File: src/sv/base64_stream_codec_top_macros.svh
// ----------------------------------------------------------------------------
// Assertion macros for the base64 stream codec
// Concurrent checks clocked by i_clk and disabled while i_rst_n is low.
// ----------------------------------------------------------------------------
`ifndef BASE64_STREAM_CODEC_TOP_MACROS_SVH
`define BASE64_STREAM_CODEC_TOP_MACROS_SVH

// The consequent must hold in the same cycle as the antecedent.
`define B64SC_ASSERT_NOW(label, ante, cons) \
    label: assert property (@(posedge i_clk) disable iff (!i_rst_n) \
        (ante) |-> (cons)) else $error("b64sc: same-cycle check failed");

// The consequent must hold in the cycle after the antecedent.
`define B64SC_ASSERT_NEXT(label, ante, cons) \
    label: assert property (@(posedge i_clk) disable iff (!i_rst_n) \
        (ante) |=> (cons)) else $error("b64sc: next-cycle check failed");

`endif

File: src/sv/b64sc_pkg.sv
// ----------------------------------------------------------------------------
// b64sc_pkg
// Types, constants and alphabet functions shared by the base64 codec.
// ----------------------------------------------------------------------------
package b64sc_pkg;

    // Direction register codes.
    localparam logic DIR_ENCODE = 1'b0;
    localparam logic DIR_DECODE = 1'b1;

    // Padding character.
    localparam logic [7:0] PAD_CHAR = 8'h3D;

    // Group job queue geometry.
    localparam int JOBQ_DEPTH = 4;
    localparam int JOBQ_AW    = $clog2(JOBQ_DEPTH);
    localparam int JOBQ_CW    = $clog2(JOBQ_DEPTH + 1);

    // One input request.
    typedef struct packed {
        logic [7:0] in_byte;
        logic       in_last;
    } t_in;

    // One result request.
    typedef struct packed {
        logic [7:0] out_byte;
        logic       out_valid;
        logic       out_last;
    } t_out;

    // One completed group, handed from the front to the back.
    // n_real: real characters (encode, 2..4) or bytes (decode, 0..3, 0 for a marker).
    typedef struct packed {
        logic [23:0] value;
        logic [2:0]  n_real;
        logic        encode;
        logic        last;
        logic        marker;
    } t_job;

    // Map a sextet to its alphabet character.
    function automatic logic [7:0] char_of(input logic [5:0] s);
        logic [7:0] s8;
        s8 = {2'b00, s};
        if (s < 6'd26) begin
            return 8'h41 + s8;
        end else if (s < 6'd52) begin
            return 8'h61 + (s8 - 8'd26);
        end else if (s < 6'd62) begin
            return 8'h30 + (s8 - 8'd52);
        end else if (s == 6'd62) begin
            return 8'h2B;
        end else begin
            return 8'h2F;
        end
    endfunction

    // Map a character to its sextet; characters outside the alphabet give zero.
    function automatic logic [5:0] sextet_of(input logic [7:0] c);
        logic [7:0] d;
        d = 8'd0;
        if (c >= 8'h41 && c <= 8'h5A) begin
            d = c - 8'h41;
        end else if (c >= 8'h61 && c <= 8'h7A) begin
            d = c - 8'h61 + 8'd26;
        end else if (c >= 8'h30 && c <= 8'h39) begin
            d = c - 8'h30 + 8'd52;
        end else if (c == 8'h2B) begin
            d = 8'd62;
        end else if (c == 8'h2F) begin
            d = 8'd63;
        end
        return d[5:0];
    endfunction

endpackage

File: src/sv/b64sc_front.sv
// ----------------------------------------------------------------------------
// b64sc_front
// Gathers items into groups; issues a job per group with results or a last item.
// ----------------------------------------------------------------------------
`include "base64_stream_codec_top_macros.svh"

module b64sc_front (
    input  logic              i_clk,
    input  logic              i_rst_n,
    input  logic              i_acc,
    input  b64sc_pkg::t_in    i_item,
    input  logic              i_cfg_we,
    input  logic              i_cfg_dir,
    output logic              o_job_push,
    output b64sc_pkg::t_job   o_job
);

    logic        r_dir, n_dir;
    logic [17:0] r_buf, n_buf;
    logic [1:0]  r_cnt, n_cnt;
    logic [1:0]  r_pads, n_pads;

    logic [1:0]  held_e;
    logic        is_pad;
    logic [5:0]  sext;
    logic [1:0]  pads_d;
    logic [2:0]  positions;
    logic [2:0]  real_cnt;
    logic [2:0]  nbytes;
    logic [23:0] enc_raw;
    logic [23:0] dec_raw;
    logic [23:0] enc_val;
    logic [23:0] dec_val;

    // Classification of the incoming item.
    always_comb begin
        held_e    = (r_cnt > 2'd2) ? 2'd2 : r_cnt;
        is_pad    = (i_item.in_byte == b64sc_pkg::PAD_CHAR);
        sext      = is_pad ? 6'd0 : b64sc_pkg::sextet_of(i_item.in_byte);
        pads_d    = (is_pad && r_pads < 2'd3) ? r_pads + 2'd1 : r_pads;
        positions = {1'b0, r_cnt} + 3'd1;
        real_cnt  = (positions > {1'b0, pads_d}) ? positions - {1'b0, pads_d} : 3'd0;
        nbytes    = (real_cnt > 3'd1) ? real_cnt - 3'd1 : 3'd0;
        enc_raw   = {r_buf[15:0], i_item.in_byte};
        dec_raw   = {r_buf, sext};
    end

    // Align the held bytes at the top of the 24-bit group.
    always_comb begin
        unique case (held_e)
            2'd0:    enc_val = enc_raw << 16;
            2'd1:    enc_val = enc_raw << 8;
            default: enc_val = enc_raw;
        endcase
    end

    // Align the held sextets at the top of the 24-bit group.
    always_comb begin
        unique case (r_cnt)
            2'd0:    dec_val = dec_raw << 18;
            2'd1:    dec_val = dec_raw << 12;
            2'd2:    dec_val = dec_raw << 6;
            default: dec_val = dec_raw;
        endcase
    end

    // Group state update and job issue.
    always_comb begin
        n_dir      = r_dir;
        n_buf      = r_buf;
        n_cnt      = r_cnt;
        n_pads     = r_pads;
        o_job_push = 1'b0;
        o_job      = '0;
        if (i_cfg_we) begin
            n_dir  = i_cfg_dir;
            n_buf  = '0;
            n_cnt  = '0;
            n_pads = '0;
        end else if (i_acc) begin
            if (r_dir == b64sc_pkg::DIR_ENCODE) begin
                if (held_e < 2'd2 && !i_item.in_last) begin
                    n_buf = {2'b00, r_buf[7:0], i_item.in_byte};
                    n_cnt = held_e + 2'd1;
                end else begin
                    o_job_push   = 1'b1;
                    o_job.value  = enc_val;
                    o_job.n_real = {1'b0, held_e} + 3'd2;
                    o_job.encode = 1'b1;
                    o_job.last   = i_item.in_last;
                    n_buf  = '0;
                    n_cnt  = '0;
                    n_pads = '0;
                end
            end else begin
                if (r_cnt < 2'd3 && !i_item.in_last) begin
                    n_buf  = {r_buf[11:0], sext};
                    n_cnt  = r_cnt + 2'd1;
                    n_pads = pads_d;
                end else begin
                    o_job_push   = (nbytes != 3'd0) || i_item.in_last;
                    o_job.value  = dec_val;
                    o_job.n_real = nbytes;
                    o_job.encode = 1'b0;
                    o_job.last   = i_item.in_last;
                    o_job.marker = (nbytes == 3'd0);
                    n_buf  = '0;
                    n_cnt  = '0;
                    n_pads = '0;
                end
            end
        end
    end

    // Control registers.
    always_ff @(posedge i_clk) begin
        if (!i_rst_n) begin
            r_dir  <= b64sc_pkg::DIR_ENCODE;
            r_buf  <= '0;
            r_cnt  <= '0;
            r_pads <= '0;
        end else begin
            r_dir  <= n_dir;
            r_buf  <= n_buf;
            r_cnt  <= n_cnt;
            r_pads <= n_pads;
        end
    end

    // A last item always closes its group.
    `B64SC_ASSERT_NEXT(a_last_clears, i_acc && i_item.in_last, r_cnt == 2'd0 && r_pads == 2'd0)

endmodule

File: src/sv/b64sc_jobq.sv
// ----------------------------------------------------------------------------
// b64sc_jobq
// Short register queue of group jobs between the front and the back.
// ----------------------------------------------------------------------------
`include "base64_stream_codec_top_macros.svh"

module b64sc_jobq (
    input  logic              i_clk,
    input  logic              i_rst_n,
    input  logic              i_push,
    input  b64sc_pkg::t_job   i_job,
    output logic              o_full,
    input  logic              i_pop,
    output logic              o_empty,
    output b64sc_pkg::t_job   o_head
);

    localparam logic [b64sc_pkg::JOBQ_AW-1:0] LAST_PTR =
        b64sc_pkg::JOBQ_AW'(b64sc_pkg::JOBQ_DEPTH - 1);
    localparam logic [b64sc_pkg::JOBQ_CW-1:0] DEPTH_CNT =
        b64sc_pkg::JOBQ_CW'(b64sc_pkg::JOBQ_DEPTH);
    localparam logic [b64sc_pkg::JOBQ_AW-1:0] PTR_ONE = b64sc_pkg::JOBQ_AW'(1);
    localparam logic [b64sc_pkg::JOBQ_CW-1:0] CNT_ONE = b64sc_pkg::JOBQ_CW'(1);

    b64sc_pkg::t_job r_mem [b64sc_pkg::JOBQ_DEPTH];
    logic [b64sc_pkg::JOBQ_AW-1:0] r_wptr, n_wptr;
    logic [b64sc_pkg::JOBQ_AW-1:0] r_rptr, n_rptr;
    logic [b64sc_pkg::JOBQ_CW-1:0] r_cnt, n_cnt;
    logic do_push, do_pop;

    assign o_full  = (r_cnt == DEPTH_CNT);
    assign o_empty = (r_cnt == '0);
    assign o_head  = r_mem[r_rptr];
    assign do_push = i_push && !o_full;
    assign do_pop  = i_pop && !o_empty;

    // Pointer and occupancy update.
    always_comb begin
        n_wptr = r_wptr;
        n_rptr = r_rptr;
        n_cnt  = r_cnt;
        if (do_push) begin
            n_wptr = (r_wptr == LAST_PTR) ? '0 : r_wptr + PTR_ONE;
        end
        if (do_pop) begin
            n_rptr = (r_rptr == LAST_PTR) ? '0 : r_rptr + PTR_ONE;
        end
        if (do_push && !do_pop) begin
            n_cnt = r_cnt + CNT_ONE;
        end else if (do_pop && !do_push) begin
            n_cnt = r_cnt - CNT_ONE;
        end
    end

    // Control registers.
    always_ff @(posedge i_clk) begin
        if (!i_rst_n) begin
            r_wptr <= '0;
            r_rptr <= '0;
            r_cnt  <= '0;
        end else begin
            r_wptr <= n_wptr;
            r_rptr <= n_rptr;
            r_cnt  <= n_cnt;
        end
    end

    // Job storage.
    always_ff @(posedge i_clk) begin
        if (do_push) begin
            r_mem[r_wptr] <= i_job;
        end
    end

    // Occupancy stays within the queue depth.
    `B64SC_ASSERT_NOW(a_cnt_bound, 1'b1, r_cnt <= DEPTH_CNT)
    // A stored job makes the queue non-empty.
    `B64SC_ASSERT_NEXT(a_push_fills, do_push, r_cnt != '0)

endmodule

File: src/sv/b64sc_back.sv
// ----------------------------------------------------------------------------
// b64sc_back
// Expands each group job into characters, bytes or an end marker, one result per cycle,
// into an output register while it is empty or being popped.
// ----------------------------------------------------------------------------
`include "base64_stream_codec_top_macros.svh"

module b64sc_back (
    input  logic              i_clk,
    input  logic              i_rst_n,
    input  logic              i_q_empty,
    input  b64sc_pkg::t_job   i_head,
    output logic              o_q_pop,
    input  logic              i_pop,
    output logic              o_empty,
    output b64sc_pkg::t_out   o_out
);

    logic [1:0]       r_idx, n_idx;
    logic             r_full, n_full;
    b64sc_pkg::t_out  r_res;
    b64sc_pkg::t_out  res;
    logic [2:0]       total;
    logic             at_end;
    logic             load;
    logic [5:0]       sext;
    logic [7:0]       dbyte;

    // Number of results the head job gives.
    always_comb begin
        if (i_head.marker) begin
            total = 3'd1;
        end else if (i_head.encode) begin
            total = 3'd4;
        end else begin
            total = i_head.n_real;
        end
    end

    assign at_end = ({1'b0, r_idx} + 3'd1) >= total;
    assign load   = !i_q_empty && (!r_full || i_pop);

    // Select the sextet and the byte at the current position.
    always_comb begin
        unique case (r_idx)
            2'd0: begin
                sext  = i_head.value[23:18];
                dbyte = i_head.value[23:16];
            end
            2'd1: begin
                sext  = i_head.value[17:12];
                dbyte = i_head.value[15:8];
            end
            2'd2: begin
                sext  = i_head.value[11:6];
                dbyte = i_head.value[7:0];
            end
            default: begin
                sext  = i_head.value[5:0];
                dbyte = 8'd0;
            end
        endcase
    end

    // Form the result at the current position.
    always_comb begin
        res = '0;
        if (i_head.marker) begin
            res.out_last = 1'b1;
        end else if (i_head.encode) begin
            res.out_byte  = ({1'b0, r_idx} < i_head.n_real) ?
                            b64sc_pkg::char_of(sext) : b64sc_pkg::PAD_CHAR;
            res.out_valid = 1'b1;
            res.out_last  = i_head.last && at_end;
        end else begin
            res.out_byte  = dbyte;
            res.out_valid = 1'b1;
            res.out_last  = i_head.last && at_end;
        end
    end

    // Position counter and output occupancy.
    always_comb begin
        n_idx   = r_idx;
        n_full  = r_full && !i_pop;
        o_q_pop = 1'b0;
        if (load) begin
            n_full = 1'b1;
            if (at_end) begin
                n_idx   = 2'd0;
                o_q_pop = 1'b1;
            end else begin
                n_idx = r_idx + 2'd1;
            end
        end
    end

    // Control registers.
    always_ff @(posedge i_clk) begin
        if (!i_rst_n) begin
            r_idx  <= '0;
            r_full <= 1'b0;
        end else begin
            r_idx  <= n_idx;
            r_full <= n_full;
        end
    end

    // Output payload register.
    always_ff @(posedge i_clk) begin
        if (load) begin
            r_res <= res;
        end
    end

    assign o_empty = !r_full;
    assign o_out   = r_res;

    // The position never runs past the job's result count.
    `B64SC_ASSERT_NOW(a_idx_bound, !i_q_empty, {1'b0, r_idx} < total)

endmodule

File: src/sv/base64_stream_codec_top.sv
// The first result of a group is stored in the job queue when the item closing the group
// is accepted, then in the output register; the rest follow one per cycle while popped.
// Throughput: one item per cycle in while the queue has room, one result per cycle out
// while popped; encoding a long stream gives four results per three items, bound by the
// result port. A four-entry group job queue lets input run ahead of a stalled result
// side. Reset (synchronous, active low) sets encode mode and clears all group state.
// ----------------------------------------------------------------------------
// base64_stream_codec_top
// Standard-alphabet base64 stream encoder and decoder.
// ----------------------------------------------------------------------------
module base64_stream_codec_top (
    input  logic              i_clk,
    input  logic              i_rst_n,
    input  logic              i_push,
    output logic              o_full,
    input  b64sc_pkg::t_in    i_in,
    output logic              o_empty,
    input  logic              i_pop,
    output b64sc_pkg::t_out   o_out,
    input  logic              i_cfg_valid,
    output logic              o_cfg_ready,
    input  logic              i_cfg_direction
);

    logic            acc;
    logic            cfg_we;
    logic            job_push;
    b64sc_pkg::t_job job;
    logic            q_full;
    logic            q_empty;
    logic            q_pop;
    b64sc_pkg::t_job q_head;

    // Handshakes.
    assign o_cfg_ready = 1'b1;
    assign cfg_we      = i_cfg_valid;
    assign o_full      = q_full;
    assign acc         = i_push && !q_full;

    // Front: gathers items into groups.
    b64sc_front u_front (
        .i_clk      (i_clk),
        .i_rst_n    (i_rst_n),
        .i_acc      (acc),
        .i_item     (i_in),
        .i_cfg_we   (cfg_we),
        .i_cfg_dir  (i_cfg_direction),
        .o_job_push (job_push),
        .o_job      (job)
    );

    // Queue of completed groups.
    b64sc_jobq u_jobq (
        .i_clk   (i_clk),
        .i_rst_n (i_rst_n),
        .i_push  (job_push),
        .i_job   (job),
        .o_full  (q_full),
        .i_pop   (q_pop),
        .o_empty (q_empty),
        .o_head  (q_head)
    );

    // Back: expands groups into results.
    b64sc_back u_back (
        .i_clk     (i_clk),
        .i_rst_n   (i_rst_n),
        .i_q_empty (q_empty),
        .i_head    (q_head),
        .o_q_pop   (q_pop),
        .i_pop     (i_pop),
        .o_empty   (o_empty),
        .o_out     (o_out)
    );

endmodule

File: config.mk
export PLATFORM = sky130hd
export DESIGN_NAME = base64_stream_codec_top
export DESIGN_NICKNAME = d
export VERILOG_FILES = /design/src/sv/b64sc_pkg.sv /design/src/sv/b64sc_front.sv /design/src/sv/b64sc_jobq.sv /design/src/sv/b64sc_back.sv /design/src/sv/base64_stream_codec_top.sv
export VERILOG_INCLUDE_DIRS = /design/src /design/src/sv
export SDC_FILE = /design/constraint.sdc
export NUM_CORES = 1
export LEC_CHECK = 0
export BUFFER_PORTS_ARGS = -buffer_cell sky130_fd_sc_hd__buf_2
export CORE_MARGIN = 8
export CORE_UTILIZATION = 48
export DETAILED_ROUTE_END_ITERATION = 10
export PLACE_DENSITY = 0.66
export SETUP_SLACK_MARGIN = 0.1
export SLEW_MARGIN = 20
export SYNTH_ARGS = -nofsm -noshare
export SYNTH_HDL_FRONTEND = slang
export SYNTH_SLANG_ARGS = --single-unit
File: constraint.sdc
create_clock -name i_clk -period 5.55 [get_ports i_clk]
set_input_delay 0.8325 -clock i_clk [delete_from_list [all_inputs] [get_ports i_clk]]
set_output_delay 0.8325 -clock i_clk [all_outputs]
set_load 0.02 [all_outputs]
==> flow_summary.yaml, run 1 <==
grt:
  grt_max_degree: 31
  grt_antenna_before_repair: 0
  grt_pass1_wl_mm: 35.31
  grtUsageTotal: 0.1891
  grt_remaining_overflow: 0
  grt_pass1_vias: 6425
synth:
  synth_area_leaders: "edfxtp_1 43%, dfxtp_1 7.7%, ha_1 5.5%"
  synth_fp_nets: 849
  yosys-mux-area-fraction: 0.08605
  synth_cells: 791
  ys.flop_type: "edfxtp_1"
  synth_warnings: 0
  synth_compound_area_frac: 0.1700
  synthSimpleGateAreaFrac: 0.1130
  synthAdderAreaFrac: 0.06129
  synth_area_mm2: 0.009146
  synth_seq_cells: 165
  synth-seq-area-share: 0.5034
  synth.avg_cell_area_um2: 11.56
  synth_cell_types: 77
  synth_edf_count: 130
  synth_top_cell_by_area: "edfxtp_1"
  synthXorXnorAreaFrac: 0.02120
  synth_top_family_by_area: "compound AO/OA/AOI/OAI gates"
  yosys.area.top_type_share: 0.4268
  synthArstFlopShare: 0
placement:
  place_hpwl_mm: 15.88
  place_ws_ns: 0.2360
  dpl-instance-area_mm2: 0.009389
  gp_congestion: 0.9168
  io_buffers: 26
route:
  via_per_inst: 6.332
  wire_per_inst_um: 21.54
  ant_nets: 0
  drc: 0
  drtPass1Iterations: 6
  vias: 6592
  drt-total-wl_mm: 22.43
  dr.first_iter.drc_count: 753
layout:
  multi_input_area_mm2: 0.004139
  regArea_mm2: 0.004606
  antenna-diode-count: 0
  fin_area_mm2: 0.01000
  drive_above_1_share: 0.1301
  fillers: 1567
  syn_to_final_growth_pct: 9.384
  fin_nets: 852
timing:
  hold_viol: 0
  min_period_over_period: 0.8849
  skew_ns: 0.01082
  setup_slack_ns: 0.6386
  max_freq_mhz: 203.6
  drv_slew: 0
  setup_violations: 0
  fin_crit_ns: 4.911
  slew-limit-headroom: 0.3109
  tns_ns: 0
  rsz0062_at_grt: "no"
  worst_pin_slew_ns: 1.023
worst_setup_path:
  path_max_fanout: 10
  path_common_cell: "fa_1"
  crit_chain: "buf_2, nor3b_1, and2_1, nand3_1, nor2_1, mux2_2, fa_1, o31a_1, a21oi_1, o21ai_0, o22ai_1, o21a_1, ha_1, inv_1, fa_1, xor2_1, or3_1, a21boi_0"
  max_stage_delay_ns: 0.46
  arrival_ns: 5.27
  cpMaxStageDelayCell: "fa_1"
  crit_type: "in -> reg"
  end_kind: "flop"
  crit_required_ns: 5.91
  critPathLaunchType: "primary input"
hold_path:
  min_path_type: "reg -> reg"
die:
  die_w_um: 154.0
  coreArea_mm2: 0.01871
  die_y_um: 154.0
  dieArea_mm2: 0.02373
  start_util: 0.4890
  ios: 28
  rows: 50
clocking:
  cts_resized: 0
  clock_latency_ns: 0.43
  clk_path_buf_depth: 2
  hold_buffers: 0
  cts_setup_buffers: 0
  path_clk_slew_ns: 0.07
  cts_buffers: 17
  cts_tree: "yes"
  cts_htree_levels: 4
  clock-sinks: 165
  cts_root_buf: "clkbuf_16"
run_status:
  outcome: "complete, no violations"
power:
  p_per_area_mw_per_mm2: 393.3
  finalPower_w: 0.003934
  leakagePower_nw: 3.506
  vdd_drop_max_uv: 238.7
job:
  drv_cap: 0
## cell usage after synthesis, drive strengths merged, types with 22 or more instances
master	count
mux4	26
edfxtp	130
clkbuf	40
a21oi	53
dfxtp	35
nand2	58
ha	40
inv	32
nor2	64
nor3	22
a221oi	27
o21ai	26
## state kept, by name (all words and copies together) (netlist names), named ones only
name            flops
u_jobq.r_mem      120
u_front.r_buf      18
u_back.o_out       10
u_jobq.r_cnt        3
u_back.r_idx        2
u_front.r_cnt       2
u_front.r_pads      2
u_jobq.r_rptr       2
u_jobq.r_wptr       2
u_back.r_full       1
u_front.r_dir       1
## layout by cell type (no fill, tap or decap), types with 12 or more instances in the layout
master and n:
edfxtp_1 130, nor2_1 64, nand2_1 57, a21oi_1 53, ha_1 40, dfxtp_1 34
inv_1 31, a221oi_1 27, buf_2 26, o21ai_0 22, nor3_1 21, clkbuf_16 17
mux4_2 16, and2_1 14, mux2i_1 13, nand3_1 12, nor2b_1 12, o32ai_1 12
buf_4 12
## power by group
part / switching (W) / internal, W
Clock: 0.000526 / 0.000688
Sequential: 0.0000686 / 0.00143
Combinational: 0.000750 / 0.000469
Total: 0.00134 / 0.00259
## final timing paths
check	from	endpoint	slack, ns	depth (start not counted)
hold / removal	u_front.r_buf[17]	u_front.r_buf[17]	0.46	2
hold reg to reg	u_front.r_buf[17]	u_front.r_buf[17]	0.46	2
setup / recovery	i_in[6]	u_jobq.r_cnt[2]	0.64	18
setup reg to reg	flop	u_back.o_out[6]	1.34	13
## layer usage
layer  up-vias  global-route usage  part of all wire
met5         -                   0                 0
met1      3215              0.2347              0.42
li1       3040                   -                 -
met4         0             0.08633             0.032
met3        60             0.03643             0.054
met2       277              0.3144              0.49
## area by class of cell
class                   count  area share
multi-input cells         537      0.4137
flip-flops and latches    165      0.4604
repair buffers             38     0.02201
well taps                 234     0.02926
inverters                  35     0.01313
clock inverters            14     0.01863
clock buffers              18     0.04290
## logic make-up (layout without fill, tap and decap cells)
logic type | count (synthesis) | in the layout
compound gates | 213 | 213
other cells | 1 | 1
simple gates | 218 | 218
mux | 42 | 42
buf+inv | 89 | 105
xor+xnor | 20 | 20
flops | 165 | 165
fa+ha+maj | 43 | 43
## through the flow
step                      std cells  hold WS, ns    util
after global placement         1009       0.4425  0.5019
after global routing           1041       0.4793  0.5348
after detailed placement       1009       0.4477  0.5019
final                          1041       0.4628  0.5348
after floorplan                 791       0.4323       -
after CTS                      1041       0.4579  0.5348
## critical path: cells and delay by family
kind	cells	cell delay (ns)
muxes	1	0.41
AOI/OAI and AO/OA	6	1.24
and+or+nand+nor	5	1.30
adders and majority gates	3	1.02
xor gates and xnor gates	1	0.18
buffers and inverters	2	0.27
No activity file was read; power rests on OpenSTA's default activity.
==> run 2: changes to the inputs <==
Settings changed: CELL_PAD_IN_SITES_DETAIL_PLACEMENT set to 0, CELL_PAD_IN_SITES_GLOBAL_PLACEMENT set to 2, CORE_UTILIZATION 48 to 43, PLACE_DENSITY 0.66 to 0.82, SKIP_LAST_GASP set to 1.
==> run 2 against run 1 <==
Effect of this change: first-iteration DRC count decreased by 17%; largest power group unchanged; hold slack got worse by 0.00082 ns; die area increased by 10%; critical path type unchanged; sequential power about the same; clock power decreased by 7%; register-to-register slack improved by 0.09 ns; setup slack got worse by 0.014 ns; maximum frequency decreased by 0.28%; clock-buffer cell count increased by 2; combinational power about the same; non-clock buffer count increased by 2.
==> flow_summary.yaml, run 2 (synthesis gave the netlist of run 1 again) <==
clocking:
  cts_htree_levels: 4
  clock_latency_ns: 0.42
  cts_root_buf: "clkbuf_16"
  clk_path_buf_depth: 2
  path_clk_slew_ns: 0.06
  cts_setup_buffers: 0
  clock-sinks: 165
  cts_tree: "yes"
  cts_resized: 0
  cts_buffers: 17
  hold_buffers: 0
job:
  drv_cap: 0
die:
  dieArea_mm2: 0.02619
  ios: 28
  start_util: 0.4365
  die_w_um: 161.8
  die_y_um: 161.8
  coreArea_mm2: 0.02096
  rows: 53
layout:
  max_flop_register: "u_jobq.r_mem"
  fin_nets: 854
  layout_commonest_cell: "edfxtp_1"
  mostFrequentLayoutCells: "130 x edfxtp_1, 64 x nor2_1, 57 x nand2_1"
  fin_cells: 1084
  fin_area_mm2: 0.01007
  largest_reg_flops: 120
  drive_above_1_share: 0.1287
  syn_to_final_growth_pct: 10.14
hold_path:
  min_path_type: "reg -> reg"
placement:
  place_hpwl_mm: 15.94
  gp_congestion: 0.8473
  io_buffers: 26
  placedCellCount: 1052
  dpl-instance-area_mm2: 0.009505
route:
  drc: 0
  vias: 6479
  drtPass1Iterations: 5
  ant_nets: 0
  dr.first_iter.drc_count: 624
  wire_per_inst_um: 20.84
  drt-total-wl_mm: 22.59
  via_per_inst: 5.977
timing:
  fin_crit_ns: 4.925
  hold_viol: 0
  min_period_over_period: 0.8874
  skew_ns: 0.008415
  slew-limit-headroom: 0.2531
  max_freq_mhz: 203.0
  tns_ns: 0
  setup_violations: 0
  rsz0062_at_grt: "no"
  drv_slew: 0
  worst_pin_slew_ns: 1.109
grt:
  grtUsageTotal: 0.1757
  grt_remaining_overflow: 0
  grt_max_degree: 32
  grt_pass1_vias: 6441
  grt_antenna_before_repair: 0
  grt_pass1_wl_mm: 36.18
worst_setup_path:
  critPathLaunchType: "primary input"
  cpMaxStageDelayCell: "fa_1"
  max_stage_delay_ns: 0.47
  crit_type: "in -> reg"
  crit_required_ns: 5.90
  path_common_cell: "fa_1"
  path_max_fanout: 10
  end_kind: "flop"
  arrival_ns: 5.27
  crit_chain: "buf_2, nor3b_1, and2_1, nand3_1, nor2_1, mux2_2, fa_1, o31a_1, a21oi_1, o21ai_0, o22ai_1, o21a_1, ha_1, inv_1, fa_1, xor2_1, or3_1, a21boi_0"
power:
  p_per_area_mw_per_mm2: 382.7
  seqPwrFrac: 0.389
  comb_power_share: 0.318
  pwr-share-clk: 0.293
  leakagePower_nw: 3.492
  finalPower_w: 0.003855
  p_sw_w: 0.001285
  vdd_drop_max_uv: 236.8
  intPower_w: 0.002570
  p_sw_frac: 0.3333
run_status:
  outcome: "complete, no violations"
==> run 2: power by group through the flow <==
stage / logic, W / registers, W / clock network [W]
2_1_floorplan: 0.000898 / 0.00154 / 0
3_3_place_gp: 0.00121 / 0.00152 / 0
3_5_place_dp: 0.00122 / 0.00153 / 0
4_1_cts: 0.00123 / 0.00150 / 0.00115
5_1_grt: 0.00135 / 0.00151 / 0.00119
6_report: 0.00123 / 0.00150 / 0.00113
==> run 2: critical path, delay by kind of cell <==
kind	cells	cell delay [ns]
AND/OR/NAND/NOR	5	1.29
AO/OA/AOI/OAI	6	1.20
adder cells (fa/ha/maj)	3	1.07
multiplexers	1	0.41
buffers and inverters	2	0.28
XOR/XNOR	1	0.20
==> run 2: worst paths after layout <==
check	from	end	slack, ns	depth (start not counted)
setup / recovery	i_in[6]	u_jobq.r_cnt[2]	0.62	18
hold / removal	u_front.r_buf[17]	u_front.r_buf[17]	0.46	2
setup reg to reg	u_front.r_pads[0]	u_jobq.r_cnt[2]	1.43	15
hold reg to reg	u_front.r_buf[17]	u_front.r_buf[17]	0.46	2
==> run 2: per-layer routing <==
layer  vias up  part of all wire  global-route usage
li1       3037                 -                   -
met1      3210              0.45              0.2286
met2       193              0.48              0.2900
met3        39             0.047             0.02885
met4         0             0.023             0.06566
met5         -                 0                   0
==> run 2: layout make-up <==
cell class	count	area [um2]
clock buffer	20	436.7
clock inverter	11	126.4
tap	275	344.1
multi-input combinational	537	4141
timing repair buffer	40	285.3
inverter	35	131.4
antenna	1	2.502
fill	1933	10880
sequential	165	4606
==> run 2: through the flow <==
step / setup WS, ns / utilization / hold WS [ns]
floorplan: 0.5725 / - / 0.4323
global placement: 0.4165 / 0.4536 / 0.4408
detailed placement: 0.2263 / 0.4536 / 0.4495
CTS: 0.6383 / 0.4805 / 0.4592
global route: 0.3770 / 0.4806 / 0.4866
finish: 0.6247 / 0.4807 / 0.4620
